## src/prt_pkg.sv

```systemverilog
// shared types and microcode for the primitive root test core
// no dependencies
package prt_pkg;

    localparam int CAND_W = 16;
    localparam int PC_W   = 4;

    typedef logic [PC_W-1:0] t_pc;

    typedef enum logic [3:0] {
        OP_NOP,
        OP_LATCH,
        OP_CLEAR,
        OP_RED_LD,
        OP_MUL,
        OP_BASE,
        OP_POW_LD,
        OP_STORE,
        OP_MARK,
        OP_PASS,
        OP_FAIL
    } t_op;

    typedef enum logic [2:0] {
        C_NEVER,
        C_ALWAYS,
        C_NO_START,
        C_P_LT2,
        C_CLR_MORE,
        C_MUL_MORE,
        C_ACC_ZERO,
        C_SEEN
    } t_cond;

    typedef struct packed {
        t_op   op;
        t_cond cond;
        t_pc   target;
    } t_uword;

    typedef struct packed {
        logic load;
        logic step;
    } t_mul_ctl;

    localparam t_pc PC_IDLE  = 4'd0;
    localparam t_pc PC_CLEAR = 4'd2;
    localparam t_pc PC_RED   = 4'd4;
    localparam t_pc PC_POW   = 4'd6;
    localparam t_pc PC_MUL   = 4'd7;
    localparam t_pc PC_FAIL  = 4'd12;

    // step_more reuses the clear test: step != p-1
    function automatic t_uword prog_rom(input t_pc pc);
        t_uword w;
        unique case (pc)
            4'd0:    w = '{OP_LATCH,  C_NO_START, PC_IDLE};
            4'd1:    w = '{OP_NOP,    C_P_LT2,    PC_FAIL};
            4'd2:    w = '{OP_CLEAR,  C_CLR_MORE, PC_CLEAR};
            4'd3:    w = '{OP_RED_LD, C_NEVER,    PC_IDLE};
            4'd4:    w = '{OP_MUL,    C_MUL_MORE, PC_RED};
            4'd5:    w = '{OP_BASE,   C_NEVER,    PC_IDLE};
            4'd6:    w = '{OP_POW_LD, C_NEVER,    PC_IDLE};
            4'd7:    w = '{OP_MUL,    C_MUL_MORE, PC_MUL};
            4'd8:    w = '{OP_STORE,  C_ACC_ZERO, PC_FAIL};
            4'd9:    w = '{OP_NOP,    C_SEEN,     PC_FAIL};
            4'd10:   w = '{OP_MARK,   C_CLR_MORE, PC_POW};
            4'd11:   w = '{OP_PASS,   C_ALWAYS,   PC_IDLE};
            default: w = '{OP_FAIL,   C_ALWAYS,   PC_IDLE};
        endcase
        return w;
    endfunction

endpackage

```

## src/prt_modmul.sv

```systemverilog
// bit-serial modular multiplier, one multiplier bit per cycle while i_ctl.step is high, msb first
// depends on prt_pkg
module prt_modmul #(
    parameter int MOD_WIDTH = 16
) (
    input  logic                      i_clk,
    input  prt_pkg::t_mul_ctl         i_ctl,
    input  logic [MOD_WIDTH-1:0]      i_mod,
    input  logic [MOD_WIDTH-1:0]      i_x,
    input  logic [(MOD_WIDTH > prt_pkg::CAND_W ? MOD_WIDTH : prt_pkg::CAND_W)-1:0] i_y,
    output logic [MOD_WIDTH-1:0]      o_acc,
    output logic                      o_more
);
    import prt_pkg::*;

    localparam int YW = (MOD_WIDTH > CAND_W) ? MOD_WIDTH : CAND_W;
    localparam int CW = $clog2(YW);
    localparam int TW = MOD_WIDTH + 2;

    logic [MOD_WIDTH-1:0] r_acc, n_acc;
    logic [MOD_WIDTH-1:0] r_x;
    logic [YW-1:0]        r_y;
    logic [CW-1:0]        r_cnt;
    logic [TW-1:0]        t_sum, t_p, t_p2;

    always_comb begin
        t_p   = {2'b00, i_mod};
        t_p2  = {1'b0, i_mod, 1'b0};
        t_sum = {1'b0, r_acc, 1'b0} + (r_y[YW-1] ? {2'b00, r_x} : '0);
        priority if (t_sum >= t_p2) begin
            n_acc = MOD_WIDTH'(t_sum - t_p2);
        end else if (t_sum >= t_p) begin
            n_acc = MOD_WIDTH'(t_sum - t_p);
        end else begin
            n_acc = t_sum[MOD_WIDTH-1:0];
        end
    end

    always_ff @(posedge i_clk) begin
        if (i_ctl.load) begin
            r_acc <= '0;
            r_x   <= i_x;
            r_y   <= i_y;
            r_cnt <= '0;
        end else if (i_ctl.step) begin
            r_acc <= n_acc;
            r_y   <= {r_y[YW-2:0], 1'b0};
            r_cnt <= r_cnt + 1'b1;
        end
    end

    assign o_acc  = r_acc;
    assign o_more = (r_cnt != CW'(YW - 1));

endmodule

```

## config.mk

```make
export PLATFORM = sky130hd
export DESIGN_NAME = prt_modmul
export DESIGN_NICKNAME = d
export VERILOG_FILES = /design/src/prt_pkg.sv /design/src/prt_modmul.sv
export SDC_FILE = /design/constraint.sdc
export NUM_CORES = 1
export LEC_CHECK = 0
export BUFFER_PORTS_ARGS = -buffer_cell sky130_fd_sc_hd__clkbuf_2
export CORE_AREA = 5 5 125 103
export DETAILED_ROUTE_END_ITERATION = 16
export DIE_AREA = 0 0 130 108
export GPL_ROUTABILITY_DRIVEN = 0
export HOLD_SLACK_MARGIN = 0.06
export SKIP_LAST_GASP = 1
export SYNTH_ARGS = -nofsm -noshare
export SYNTH_HDL_FRONTEND = slang
export SYNTH_SLANG_ARGS = --single-unit
```

## constraint.sdc

```tcl
create_clock -name i_clk -period 4.8 [get_ports i_clk]
set_input_delay 0.96 -clock i_clk [delete_from_list [all_inputs] [get_ports i_clk]]
set_output_delay 0.96 -clock i_clk [all_outputs]
set_load 0.02 [all_outputs]
```

# == Yosys cells after proc, flatten, opt, wreduce, memory -nomap -nowiden ==
# Cells that the tools add are included.
# word_totals
reg_bits,52
latch_bits,0
mem_count,0
mem_bits_ro,0
ramBits,0
# classes
n_lt_le_gt_ge,2
n_eq_ne,1
mux,5
shifts,0
bitwise,0
reduce_logical,1
n_mul,0
addsub,4
div_mod_pow,0
# op_table
cell,n
16-bit 2-to-1 mux,5
16-bit subtractor,2
17-bit by 16-bit adder with 18-bit output,1
18-bit by 16-bit greater-or-equal comparator with 1-bit output,1
18-bit by 17-bit greater-or-equal comparator with 1-bit output,1
"4-bit by 1-bit adder with 4-bit output, second input constant",1
"4-bit inequality test, second input constant",1
2-bit nonzero test,1

# == Logic depth before layout (Yosys ltp) ==
# depth
word_depth,5
ltp_mapped,21
mapped_depth_nobuf,19

# == Worst setup path before layout ==
# OpenSTA, ideal clock, no wires.
# synth_timing
path_type,register to register
from,register r_y[15]
to,"register r_acc[1], in the netlist o_acc[1]"
t_arrival_ns,3.951
setup_slack_ns,0.718
n_path_buf,2
period_less_slack_ns,4.082
stages_incl_launch_ff,21
setup_time_ns,0.131
required_ns,4.669
path_cell_list,edfxtp_1 and2_1 ha_1 inv_1 fa_1 nand2b_1 a21oi_2 o41ai_4 a21oi_2 o311ai_0 ha_1 nand4_1 nor4_1 a211oi_1 nand2_1 mux2i_1 o221a_2 buf_4 buf_8 mux2i_1 o22ai_1
# synth_via
elab_chain_len,5
# synth_lines
item,line,text
start: declaration,prt_modmul.sv:22,logic [YW-1:0] r_y;
start signal: assignment,prt_modmul.sv:43,r_y <= i_y;
start signal: assignment,prt_modmul.sv:47,"r_y <= {r_y[YW-2:0], 1'b0};"
16-bit 2-to-1 mux (*),prt_modmul.sv:29,"t_sum = {1'b0, r_acc, 1'b0} + (r_y[YW-1] ? {2'b00, r_x} : '0);"
17-bit by 16-bit adder with 18-bit output (*),prt_modmul.sv:29,
16-bit subtractor / 18-bit by 16-bit greater-or-equal comparator with 1-bit output (equally long branches),"prt_modmul.sv:33, prt_modmul.sv:32",
16-bit 2-to-1 mux,prt_modmul.sv:32,end else if (t_sum >= t_p) begin
16-bit 2-to-1 mux (*),prt_modmul.sv:30,priority if (t_sum >= t_p2) begin
end signal: assignment,prt_modmul.sv:46,r_acc <= n_acc;
end: declaration,prt_modmul.sv:20,"logic [MOD_WIDTH-1:0] r_acc, n_acc;"
# Mark *: on every way between the ends. The rest lies on a longest branch, timed or not.
# A chain may end at the register's enable or synchronous reset.

# == Worst setup path in the final report ==
# layout_timing
from,register r_y[15]
to,"register r_acc[2], in the netlist o_acc[2]"
# Same word-level chain as after synthesis.

==> reports/qor.csv <==
stage,metric,value,unit
cells_and_area,Ant. Diodes,0,
clocking,Root Buffer,clkbuf_16,
cells_and_area,Finished Layout Cells,702,
cells_and_area,multi-input logic area,2950,µm²
clocking,hold_buf cts,0,
cells_and_area,layout cells sized above 1,21.3,%
synth,yosys warns,0,
synth,Post-synth EDFFs,32,
sta,Slew Limit Fails,0,
run,max-cap violations,0,
synth,Cell variety after synth,62,
global_routing,largest net degree at the start of global routing,42,
sta,final setup vio count,0,
die,die width,130,µm
critical_path,CP max stage delay,0.44,ns
sta,Setup TNS,0,ns
clocking,clock-pin slew on the worst setup and hold paths,0.07,ns
critical_path,crit path max fanout,11,
die,IO Pins,68,
route,Initial DRT Pass Iterations,5,
synth,predominant post-synthesis flop cell,edfxtp_1,
sta,Least-Margin Pin Slew,0.666,ns
global_routing,number of global-route vias before repair,3810,
place,placed instance count,689,
synth,Mapped Area,4480,µm²
die,full die area,14000,µm²
synth,synthesized net count,581,
route,WL final,11700,µm
global_routing,initial antenna violation count,0,
place,I/O Buffers,67,
critical_path,Buf/Inv on CP,3,
clocking,# H-tree levels,2,
sta,fin crit share,94.4,%
die,Starting Density,39.3,%
die,Core Rows,35,
synth,Syn Inst Count,479,
synth,"count leader, synth",ha_1,
pwr,Leak Pwr,2.30,nW
route,Remaining DRCs,0,
critical_path,critical path capture point type,flop,
synth,Synth top area share,21.5,%
route,via count,3876,
sta,"Hold Vio Cnt, Final",0,
cells_and_area,Layout Nets,655,
synth,Post-synth ARST share,0,%
synth,"Seq/Total Area, Yosys",30.4,%
critical_path,Top delay family on crit path,compound AO/OA/AOI/OAI gates,
global_routing,total grt overflow,0,
critical_path,Required @ worst endpoint,5.00,ns
critical_path,crit path cell chain,buf_4 -> and2_1 -> ha_1 -> a21o_1 -> o41ai_4 -> a21oi_2 -> o211ai_1 -> o311ai_0 -> buf_4 -> ha_1 -> and3_1 -> nand4_1 -> o31ai_2 -> nor3_1 -> o221a_2 -> o22ai_4 -> buf_12 -> a311o_1 -> a311oi_1,
cells_and_area,area grow syn2layout,16.4,%
sta,Fmax achieved,221,MHz
synth,#FFs+latches synth,52,
synth,Syn Area/Cell,9.35,µm²
sta,Rel. slew slack,55.4,%
place,hpwl dp,9650,µm
hold_path,worst hold path class,reg2reg,
clocking,number of buffers created by CTS,5,
synth,cell taking the most area after synthesis,edfxtp_1,
die,Core ar.,11400,µm²
global_routing,GR Util All Layers,16.9,%
clocking,TritonCTS Sinks,52,
synth,Commonest cells post-synth,"ha_1 (48), a21oi_1 (37), inv_1 (35), nor2_1 (35), edfxtp_1 (32)",
route,WL per Instance,16.7,µm
critical_path,Worst Path Arrival,4.73,ns
critical_path,CP max-delay cell,edfxtp_1,
pwr,pwr/cell area,602,nW/µm²
status,run status,completed,
critical_path,critical path class,reg2reg,
route,via/cell ratio,5.52,
clocking,TritonCTS clock tree,built,
route,drt initial violations,218,
clocking,Clock Path Buffers,2,
global_routing,first-pass GRT wire length,18900,µm
sta,Period minus WS final,4.53,ns
cells_and_area,fillers,1131,
cells_and_area,Seq. cell area,1360,µm²
pwr,Peak VDD IR,0.226,mV
critical_path,CP startpoint kind,flop,
clocking,Clock Latency Late Sink,0.29,ns
die,die outline height,108,µm
route,DRT antenna net count,0,
sta,Clock Skew,0.00554,ns
synth,main area contributors after synthesis,"edfxtp_1 (21%), ha_1 (13%), dfxtp_1 (8.9%), a21oi_1 (4.1%), xnor2_1 (4.1%)",
final cells by class:
class | instances | area share (%)
inverter | 35 | 2.52
clock buffer | 6 | 2.47
sequential | 52 | 26.1
clock inverter | 2 | 0.240
timing repair buffer | 78 | 8.50
multi-input combinational | 381 | 56.6
tap | 148 | 3.55
layout by cell type, fill, tap and decap left out, drive strengths merged, types with 5 or more instances in the layout:
cell / count
clkbuf: 73
ha: 48
a21oi: 39
inv: 35
nor2: 35
edfxtp: 32
nand2: 27
o21ai: 23
xnor2: 21
dfxtp: 20
xor2: 17
and2: 16
mux2i: 16
mux2: 15
buf: 11
nand2b: 10
o21a: 9
nand4: 9
o211ai: 9
nor3: 6
a311o: 6
a21o: 5
o21bai: 5
a32oi: 5
flip-flops by register name (all words and copies together), names as in the netlist:
register / cells
o_acc: 16
r_cnt: 4
r_x: 16
r_y: 16
through the flow:
stage | instance area [µm²] | hold slack, ns | power, mW | setup WS, ns | util, %
final | 5210 | 0.532 | 3.14 | 0.271 | 45.8
after global routing | 5210 | 0.552 | 3.39 | -0.0954 | 45.8
after CTS | 5140 | 0.530 | 3.06 | 0.142 | 45.1
after floorplan | 4480 | 0.479 | 2.18 | 0.718 | -
after global placement | 5000 | 0.496 | 2.69 | 0.338 | 43.9
after detailed placement | 5000 | 0.520 | 2.70 | 0.148 | 43.9
final timing paths:
| check | startpoint | end | slack [ns] | cells past startpoint |
|---|---|---|---|---|
| min | o_acc[12] | o_acc[12] | 0.53 | 2 |
| max | r_y[15] | o_acc[2] | 0.27 | 19 |
| min reg2reg | o_acc[12] | o_acc[12] | 0.53 | 2 |
| max reg2reg | r_y[15] | o_acc[2] | 0.27 | 19 |
kinds of logic (layout without fill, tap and decap cells):
| kind of cell | after synthesis | after routing | share of synthesized area (%) |
|---|---|---|---|
| buf+inv | 46 | 121 | 4.25 |
| flops | 52 | 52 | 30.4 |
| xor+xnor | 38 | 38 | 7.43 |
| compound gates | 137 | 137 | 22.2 |
| mux | 31 | 31 | 7.35 |
| fa+ha+maj | 51 | 51 | 14.8 |
| simple gates | 124 | 124 | 13.6 |
routing by layer:
metal / GRT usage, % / vias to the layer above / share of wire (%)
li1: - / 1933 / -
met1: 24.9 / 1827 / 50
met2: 26.1 / 105 / 44
met3: 3.11 / 11 / 5.3
met4: 2.89 / 0 / 1.2
met5: 0 / - / 0
power breakdown:
part	switching [mW]	leakage [nW]	internal (mW)	total, mW
Combinational	1.25	1.74	0.924	2.17
Sequential	0.0635	0.485	0.553	0.616
Clock	0.156	0.0669	0.193	0.349
worst min-delay path, stage by stage, from the launching register on:
cell	delay [ns]
dfxtp_1	0.34
nand2_1	0.07
o211ai_1	0.07
what timing repair did:
| action | 4_1_cts | 5_1_grt |
|---|---|---|
| setup endpoints to repair | 0 | 16 |
| setup buffers | 0 | 5 |
| resized for setup | 0 | 4 |
No activity file was read; power rests on OpenSTA's default activity.
